$ cat src/rtc_pkg.sv
// ----------------------------------------------------------------------------
// rtc_pkg: shared types and constants of the real-time clock
// Operation codes, register offsets, config indexes and the bus byte order.
// ----------------------------------------------------------------------------
`default_nettype none

package rtc_pkg;

  // Operation codes of an input word
  typedef enum logic [1:0] {
    OP_READ  = 2'd0,
    OP_WRITE = 2'd1,
    OP_TICK  = 2'd2
  } rtc_op_t;

  // Register window offsets
  localparam logic [31:0] OFS_TIME_LOW   = 32'h0000_0000;
  localparam logic [31:0] OFS_TIME_HIGH  = 32'h0000_0004;
  localparam logic [31:0] OFS_ALARM_LOW  = 32'h0000_0008;
  localparam logic [31:0] OFS_ALARM_HIGH = 32'h0000_000c;
  localparam logic [31:0] OFS_CLEAR_IRQ  = 32'h0000_0010;

  // Configuration register indexes
  localparam int unsigned CFG_IDX_W = 4;
  localparam logic [CFG_IDX_W-1:0] CFG_BASE_ADDRESS = 4'd0;
  localparam logic [CFG_IDX_W-1:0] CFG_NS_PER_TICK  = 4'd1;

  localparam logic [29:0] NS_PER_TICK_RESET = 30'd1_000_000_000;

  // Byte order of the bus: set for a big-endian bus
  localparam logic BIG_ENDIAN_BUS = 1'b0;

  // One input word in the first stage
  typedef struct packed {
    logic [1:0]  operation;
    logic [31:0] bus_address;
    logic [31:0] write_data;
  } rtc_word_t;

  // One result word
  typedef struct packed {
    logic [31:0] read_data;
    logic        bad_offset;
    logic        irq_level;
  } rtc_result_t;

  // Configuration write strobe and payload
  typedef struct packed {
    logic                 we;
    logic [CFG_IDX_W-1:0] index;
    logic [31:0]          data;
  } rtc_cfg_wr_t;

  function automatic logic [31:0] bus_order(input logic [31:0] v);
    if (BIG_ENDIAN_BUS) begin
      return {v[7:0], v[15:8], v[23:16], v[31:24]};
    end
    return v;
  endfunction

endpackage

`default_nettype wire

$ cat src/rtc_core.sv
// ----------------------------------------------------------------------------
// rtc_core: clock state and per-word update
// Holds counter, latch, alarm and interrupt state; computes the result of the
// word in the first stage and commits the state when that word moves on.
// ----------------------------------------------------------------------------
`default_nettype none

module rtc_core
  import rtc_pkg::*;
(
  input  wire logic        clk,
  input  wire logic        rst_n,
  input  wire rtc_cfg_wr_t cfg_wr,
  input  wire logic        fire,
  input  wire rtc_word_t   word,
  output rtc_result_t      result
);

  logic [31:0] base_r,       base_nxt;
  logic [29:0] step_r,       step_nxt;
  logic [63:0] time_r,       time_nxt;
  logic [63:0] latched_r,    latched_nxt;
  logic [31:0] alarm_lo_r,   alarm_lo_nxt;
  logic [31:0] alarm_hi_r,   alarm_hi_nxt;
  logic        armed_r,      armed_nxt;
  logic        irq_r,        irq_nxt;

  logic [31:0] offset;
  logic [31:0] wdata;
  logic [63:0] time_sum;
  logic [31:0] rdata;
  logic        bad;

  assign offset   = word.bus_address - base_r;
  assign wdata    = bus_order(word.write_data);
  assign time_sum = time_r + {34'd0, step_r};

  always_comb begin
    base_nxt     = base_r;
    step_nxt     = step_r;
    time_nxt     = time_r;
    latched_nxt  = latched_r;
    alarm_lo_nxt = alarm_lo_r;
    alarm_hi_nxt = alarm_hi_r;
    armed_nxt    = armed_r;
    irq_nxt      = irq_r;
    rdata        = 32'd0;
    bad          = 1'b0;

    unique case (rtc_op_t'(word.operation))
      OP_READ: begin
        case (offset)
          OFS_TIME_LOW: begin
            latched_nxt = time_r;
            rdata       = bus_order(time_r[31:0]);
          end
          OFS_TIME_HIGH: rdata = bus_order(latched_r[63:32]);
          default:       bad   = 1'b1;
        endcase
      end
      OP_WRITE: begin
        case (offset)
          OFS_ALARM_LOW: begin
            alarm_lo_nxt = wdata;
            armed_nxt    = 1'b1;
          end
          OFS_ALARM_HIGH: alarm_hi_nxt = wdata;
          OFS_CLEAR_IRQ:  irq_nxt      = 1'b0;
          default:        bad          = 1'b1;
        endcase
      end
      OP_TICK: begin
        time_nxt = time_sum;
        if (armed_r && (time_sum >= {alarm_hi_r, alarm_lo_r})) begin
          irq_nxt   = 1'b1;
          armed_nxt = 1'b0;
        end
      end
      default: ;
    endcase

    // Config writes must arrive only while no word is in flight; the core does not enforce it
    if (cfg_wr.we) begin
      unique case (cfg_wr.index)
        CFG_BASE_ADDRESS: base_nxt = cfg_wr.data;
        CFG_NS_PER_TICK:  step_nxt = cfg_wr.data[29:0];
        default: ;
      endcase
    end
  end

  always_ff @(posedge clk) begin
    if (!rst_n) begin
      base_r     <= 32'd0;
      step_r     <= NS_PER_TICK_RESET;
      time_r     <= 64'd0;
      latched_r  <= 64'd0;
      alarm_lo_r <= 32'd0;
      alarm_hi_r <= 32'd0;
      armed_r    <= 1'b0;
      irq_r      <= 1'b0;
    end else begin
      base_r <= base_nxt;
      step_r <= step_nxt;
      if (fire) begin
        time_r     <= time_nxt;
        latched_r  <= latched_nxt;
        alarm_lo_r <= alarm_lo_nxt;
        alarm_hi_r <= alarm_hi_nxt;
        armed_r    <= armed_nxt;
        irq_r      <= irq_nxt;
      end
    end
  end

  assign result.read_data  = rdata;
  assign result.bad_offset = bad;
  assign result.irq_level  = irq_nxt;

endmodule

`default_nettype wire

$ cat src/rtc_counter_with_alarm.sv
// ----------------------------------------------------------------------------
// rtc_counter_with_alarm: 64-bit nanosecond clock with alarm interrupt
// Register window of reads, writes and time ticks behind a valid/ready pair.
// ----------------------------------------------------------------------------
// Path: each word passes the input stage, then the result register; it waits
//   longer only while the result side stalls.
// Throughput: one word per cycle while the result side takes results; the 64-bit
//   add and compare of a tick sits between the input stage and the result register.
// Reset: synchronous, active low; clears counter, latch, alarm and interrupt,
//   sets the tick step to one second; no clearing pass.
`default_nettype none

module rtc_counter_with_alarm
  import rtc_pkg::*;
(
  input  wire logic                 clk,
  input  wire logic                 rst_n,
  // input words
  input  wire logic                 in_valid,
  output logic                      in_ready,
  input  wire logic [1:0]           in_operation,
  input  wire logic [31:0]          in_bus_address,
  input  wire logic [31:0]          in_write_data,
  // result words
  output logic                      out_valid,
  input  wire logic                 out_ready,
  output logic [31:0]               out_read_data,
  output logic                      out_bad_offset,
  output logic                      out_irq_level,
  // configuration writes
  input  wire logic                 cfg_valid,
  output logic                      cfg_ready,
  input  wire logic [CFG_IDX_W-1:0] cfg_index,
  input  wire logic [31:0]          cfg_data
);

  logic        s1_valid_r;
  rtc_word_t   s1_word_r;
  logic        out_valid_r;
  rtc_result_t out_res_r;

  logic        out_free;
  logic        s1_adv;
  rtc_result_t core_res;
  rtc_cfg_wr_t cfg_wr;

  // Result register is free when empty or being taken this cycle
  assign out_free = !out_valid_r || out_ready;
  // Commit the staged word when its result can move into the output register
  assign s1_adv   = s1_valid_r && out_free;
  // Take a new word whenever the input stage empties or moves on
  assign in_ready = !s1_valid_r || s1_adv;

  // Config is to be written only while idle; the block leaves that to the user, so always accept it
  assign cfg_ready    = 1'b1;
  assign cfg_wr.we    = cfg_valid;
  assign cfg_wr.index = cfg_index;
  assign cfg_wr.data  = cfg_data;

  always_ff @(posedge clk) begin
    if (!rst_n) begin
      s1_valid_r <= 1'b0;
    end else if (in_ready) begin
      s1_valid_r <= in_valid;
    end
  end

  // Hold the payload unless a new word is taken
  always_ff @(posedge clk) begin
    if (in_valid && in_ready) begin
      s1_word_r.operation   <= in_operation;
      s1_word_r.bus_address <= in_bus_address;
      s1_word_r.write_data  <= in_write_data;
    end
  end

  rtc_core u_core (
    .clk    (clk),
    .rst_n  (rst_n),
    .cfg_wr (cfg_wr),
    .fire   (s1_adv),
    .word   (s1_word_r),
    .result (core_res)
  );

  // Result register: drop valid once taken, load a new result on advance
  always_ff @(posedge clk) begin
    if (!rst_n) begin
      out_valid_r <= 1'b0;
    end else if (out_free) begin
      out_valid_r <= s1_valid_r;
    end
  end

  always_ff @(posedge clk) begin
    if (s1_adv) begin
      out_res_r <= core_res;
    end
  end

  assign out_valid      = out_valid_r;
  assign out_read_data  = out_res_r.read_data;
  assign out_bad_offset = out_res_r.bad_offset;
  assign out_irq_level  = out_res_r.irq_level;

endmodule

`default_nettype wire

$ cat config.mk
export PLATFORM = sky130hd
export DESIGN_NAME = rtc_counter_with_alarm
export DESIGN_NICKNAME = d
export VERILOG_FILES = /design/src/rtc_pkg.sv /design/src/rtc_core.sv /design/src/rtc_counter_with_alarm.sv
export SDC_FILE = /design/constraint.sdc
export NUM_CORES = 1
export LEC_CHECK = 0
export BUFFER_PORTS_ARGS = -buffer_cell sky130_fd_sc_hd__buf_4
export CAP_MARGIN = 20
export CORE_UTILIZATION = 30
export DETAILED_ROUTE_END_ITERATION = 8
export SYNTH_ARGS = -nofsm -noshare
export SYNTH_HDL_FRONTEND = slang
export SYNTH_SLANG_ARGS = --single-unit
$ cat constraint.sdc
create_clock -name clk -period 4.3 [get_ports clk]
set_clock_uncertainty 0.05 [all_clocks]
set_input_delay 0.43 -clock clk [delete_from_list [all_inputs] [get_ports clk]]
set_output_delay 0.43 -clock clk [all_outputs]
set_load 0.05 [all_outputs]
## Yosys cells after proc, flatten, opt, wreduce, memory -nomap -nowiden

Cells that the tools add are included.
W data, S select, Z words.

- Add/subtract/negate cells: 2
- Order comparisons: 1
- Equal/unequal tests: 9
- Multiplexer cells: 10
- Reduce and logical (&&, ||, !) cells: 20

Operators with widths:

| kind | count |
|---|---|
| $add A64 B30 Y64 | 1 |
| $eq A32 B4 Y1 const B | 2 |
| $ge A64 B64 Y1 | 1 |
| $pmux W32 S2 | 1 |
| $eq A32 B3 Y1 const B | 1 |
| $eq A32 B5 Y1 const B | 1 |
| $logic_not A32 Y1 | 1 |
| $sub A32 B32 Y32 | 1 |
| $reduce_and A3 Y1 | 3 |
| $mux W1 | 6 |
| $pmux W1 S2 | 3 |
| $reduce_and A2 Y1 | 3 |
| $eq A4 B1 Y1 const B | 1 |
| $logic_not A4 Y1 | 1 |
| $ne A2 B1 Y1 const B | 2 |
| $reduce_and A4 Y1 | 1 |
| $logic_and A1 B1 Y1 | 3 |
| $reduce_or A3 Y1 | 1 |
| $eq A2 B1 Y1 const B | 1 |
| $eq A2 B2 Y1 const B | 1 |
| $logic_not A1 Y1 | 2 |
| $logic_not A2 Y1 | 1 |
| $logic_or A1 B1 Y1 | 2 |
| $reduce_bool A2 Y1 | 1 |
| $reduce_or A2 Y1 | 1 |

- Bits in registers: 358
- Input bits: 107
- Logic and storage cells: 58

## Depth between registers and ports, before layout

- Depth in word-level cells: 5
- Gate-level depth with buffers: 26
- Mapped depth without buffers: 25

## Cells and area by module

From an unflattened synthesis, not the netlist that was laid out.

- Cells, all modules: 2,110
- Area, all modules: 18,865.6 µm²

Modules (own cells, without submodules):

| module | instances | cells each | area an instance (µm²) | seq. area each (µm²) |
|---|---|---|---|---|
| rtc_core | 1 | 1,999 | 15,747.6 | 4,484.3 |
| rtc_counter_with_alarm | 1 | 111 | 3,118.0 | 3,042.9 |

## Worst setup path after synthesis

Ideal clock, no wire load.

- Path type: register to register
- Start: register u_core.time_r[0]
- End: register u_core.armed_r
- Arrival: 4.597 ns
- Data required time: 4.192 ns
- Slack: -0.405 ns
- Cell stages (with the launch flop): 27
- Buffers on the path: 1
- Period minus slack after synthesis: 4.705 ns
- Path through: dfxtp_1 -> ha_1 -> inv_1 -> fa_1 -> nor2b_1 -> o21a_1 -> o21ai_0 -> a21oi_1 -> a21oi_1 -> o21ai_0 -> a221o_1 -> buf_1 -> nand2_1 -> nor2_1 -> xor2_1 -> ha_1 -> a21o_1 -> a21o_1 -> a21oi_1 -> o21ai_0 -> o21ai_0 -> nand2b_1 -> a221oi_1 -> a21oi_1 -> and2_1 -> a21boi_0 -> o211a_1

- Cells in the longest elaborated chain, start to end: 5

RTL lines:

| item | line | RTL |
|---|---|---|
| from (decl) | rtc_core.sv:21 | `logic [63:0] time_r, time_nxt;` |
| from (signal assigned) | rtc_core.sv:106 | `time_r <= time_nxt;` |
| $add A64 B30 Y64 | rtc_core.sv:36 | `assign time_sum = time_r + {34'd0, step_r};` |
| via u_core.time_sum[56] | rtc_core.sv:30 | `logic [63:0] time_sum;` |
| $ge A64 B64 Y1 | rtc_core.sv:74 | `if (armed_r && (time_sum >= {alarm_hi_r, alarm_lo_r})) begin` |
| $logic_and A1 B1 Y1 | rtc_core.sv:74 |  |
| $ne A2 B1 Y1 (no line) | n/a |  |
| $reduce_and A4 Y1 (no line) | n/a |  |
| to (signal assigned) | rtc_core.sv:110 | `armed_r <= armed_nxt;` |
| to (decl) | rtc_core.sv:25 | `logic armed_r, armed_nxt;` |

The timed path passes the listed nets, and every way through them passes these cells.
A chain may end at the register's enable or synchronous reset.

## Worst setup path after layout

- Start: register u_core.time_r[11]
- End: register u_core.armed_r

The elaborated chain is that of the path after synthesis.

==> metrics.csv <==
metric;value;unit
outcome;finished with violations;
failing checks;negative setup slack;
largest net degree at the start of global routing;137;
VDD IR max;264;µV
cell row count;90;
fraction of layout cells with a size suffix above 1;20.9;%
share of the synthesized area in the top cell type;24.6;%
Syn. warnings;0;
# DRC;0;
top area cells in the synthesized netlist;dfxtp_1 25%, edfxtp_1 16%, ha_1 8.7%;
sw power;1.84;mW
Sink Count;326;
switching share of power;24.3;%
min cycle time layout;4.59;ns
leading area contributor after synthesis;dfxtp_1;
H-Tree Depth;2;
gr ovfl total;0;
syn nets;2253;
pre-CTS WS;-0.729;ns
Clock Pin Slew Worst Setup and Hold Paths;0.06;ns
Final Worst Setup Slack;-0.286;ns
crit share post-route;107;%
Area Growth Syn to Fin;30.2;%
WL per Instance;16.8;µm
post-synthesis cell area;18400;µm²
design area;23900;µm²
antenna violations before repair;1;
Netlist cell types;80;
leak pwr;9.50;nW
Global Route Usage Sum;17.0;%
first-pass iteration count of the detailed router;5;
clock buffer depth;3;
most frequent cell after synthesis;nand2_1;
vias in the first global route;15400;
Die Area;62200;µm²
PwrDens;316;nW/µm²
DR iter-0 viols;806;
CP Launch Type;flip-flop;
asr flop ratio synth;0;%
Die H;249;µm
Setup crit end kind;flip-flop;
CTS tree;yes;
Root Driver;clkbuf_16;
Clk network pwr share;45.5;%
Crit Path Max Fanout;5;
Die X;249;µm
Worst Max-Slew Pin Slew;1.00;ns
Flop pwr share;43.3;%
Worst slew margin;33.2;%
Starting Density;30.4;%
routability-driven placement congestion ratio;0.921;
final WL;53500;µm
Final Hold Violating Endpoints;0;
RSZ-0062 raised after global routing;true;
CP required;4.70;ns
fmax;218;MHz
clk_lat worst skew;0.56;ns
crit path DAT;4.99;ns
via count;15400;
detailed placement HPWL;40200;µm
NumNets Final;2604;
top_reg_cell synth;dfxtp_1;
most frequent cells after synthesis;305 x nand2_1, 226 x dfxtp_1, 128 x ha_1;
port bufs;142;
final setup fails;3;
first-pass GRT wire length;83700;µm
dpl cell area;21400;µm²
Final ANT Viol Nets;0;
max cap viols;0;
Logic pwr share;11.2;%
number of synthesized register bits;326;
Pint;5.73;mW
CTS buffer count;41;
hold crit path type;primary input to flip-flop;
Core Area;60500;µm²
Final Util;39.5;%
Slew Viols, Final;0;
vias per inst;4.83;
Post-synth EDFFs;100;
critical path class;flip-flop to flip-flop;
io pins;144;
average cell area after synthesis;9.11;µm²
Seq/Total Area, Yosys;41.0;%
Post-Synthesis Cells;2017;
[cells by family (layout without fill, tap and decap cells)]
| kind of cell | count (synthesis) | after routing | share of synthesized area, % |
|---|---|---|---|
| adder cells (fa/ha/maj) | 129 | 129 | 8.83 |
| buffers and inverters | 225 | 608 | 5.24 |
| other | 1 | 2 | 0.0204 |
| AO/OA/AOI/OAI | 400 | 400 | 14.7 |
| multiplexers | 104 | 104 | 5.67 |
| flip-flops | 326 | 326 | 41.0 |
| AND/OR/NAND/NOR | 737 | 737 | 20.0 |
| XOR/XNOR | 95 | 95 | 4.53 |
[registers in the layout (all words and copies together), names as in the netlist, 30 cells and up]
signal and count:
out_read_data 32, u_core.alarm_hi_r 32, u_core.time_r 64, u_core.alarm_lo_r 32, u_core.step_r 30, u_core.latched_r 32, s1_word_r 66, u_core.base_r 32
[repair_timing]
action,CTS,global route
cloned,0,1
hold buffers,66,0
pin swaps,21,21
endpoints found under the hold margin,66,0
gates resized for setup,29,44
endpoints found under the setup margin,3,70
buffers inserted,7,7
[power groups by stage]
stage                     Clock, mW  Sequential, mW  Combinational, mW
after floorplan                   0            3.37              0.421
after global placement            0            3.34              0.747
after detailed placement          0            3.34              0.758
after CTS                      3.54            3.28              0.829
after global routing           3.66            3.28              0.919
final                          3.44            3.28              0.846
[final timing paths]
check	end	startpoint	cells after the start	slack, ns
setup reg to reg	u_core.armed_r$_SDFFE_PN0P_	u_core.time_r[11]$_SDFFE_PN0P_	21	-0.29
hold / removal	u_core.step_r[27]$_SDFFE_PN1P_	cfg_data[27]	3	0.04
hold reg to reg	u_core.base_r[26]$_SDFFE_PN0P_	u_core.base_r[26]$_SDFFE_PN0P_	2	0.41
setup / recovery	u_core.armed_r$_SDFFE_PN0P_	u_core.time_r[11]$_SDFFE_PN0P_	21	-0.29
[cells in the final DEF, fill, tap and decap left out, types with 16 or more instances in the layout]
master         instances
buf_4                338
edfxtp_1             100
nor2_1                66
a21boi_0              75
nand4_1               39
or3_1                 17
dfxtp_1              220
nand2_1              304
o21ai_0               44
and2_1                38
nand3_1               62
xor2_1                27
nor2b_1              106
ha_1                 123
clkbuf_16             42
inv_1                120
nor3_1                23
a21o_1                52
clkbuf_1              16
a21oi_1               97
and3_1                20
o21a_1                16
xnor2_1               64
dlygate4sd3_1         66
mux2i_1              103
[critical path, stage by stage, from the launching register on]
cell	delay (ns)
dfxtp_1	0.33
ha_1	0.32
inv_1	0.06
a21oi_1	0.14
nor2_1	0.07
a2111o_1	0.42
a21oi_1	0.23
o21ai_2	0.12
a31oi_4	0.24
buf_4	0.18
buf_4	0.12
nand3_1	0.09
xnor2_1	0.16
ha_1	0.31
nand2_1	0.08
or3_4	0.41
nor4_4	0.31
o2111ai_2	0.17
a21oi_4	0.22
and2_4	0.18
nand2_1	0.06
o211a_1	0.20
[routing by layer]
metal | wire (µm) | track usage, %
met1 | 24700 | 22.0
met3 | 2220 | 2.77
met2 | 25300 | 28.8
met5 | 0 | 0
met4 | 1320 | 4.85
[cell type report]
class	instances	area [µm²]
Clock buffer	69	1260
Timing Repair Buffer	413	3380
Inverter	120	450
Sequential cell	326	7540
Tap cell	782	978
Antenna cell	1	2.50
Fill cell	5934	36600
Clock inverter	6	95.1
Multi-Input combinational cell	1466	10200
[stage by stage]
stage	hold WS [ns]	power, mW	setup TNS, ns	std cells
2_1_floorplan	0.393	3.79	0	2017
3_3_place_gp	0.400	4.09	-1.42	3024
3_5_place_dp	0.405	4.10	-2.09	3024
4_1_cts	0.00506	7.65	-1.10	3172
5_1_grt	0.0207	7.86	-1.43	3183
6_report	0.0439	7.56	-0.817	3183
Power figures use the tool's default switching activity.
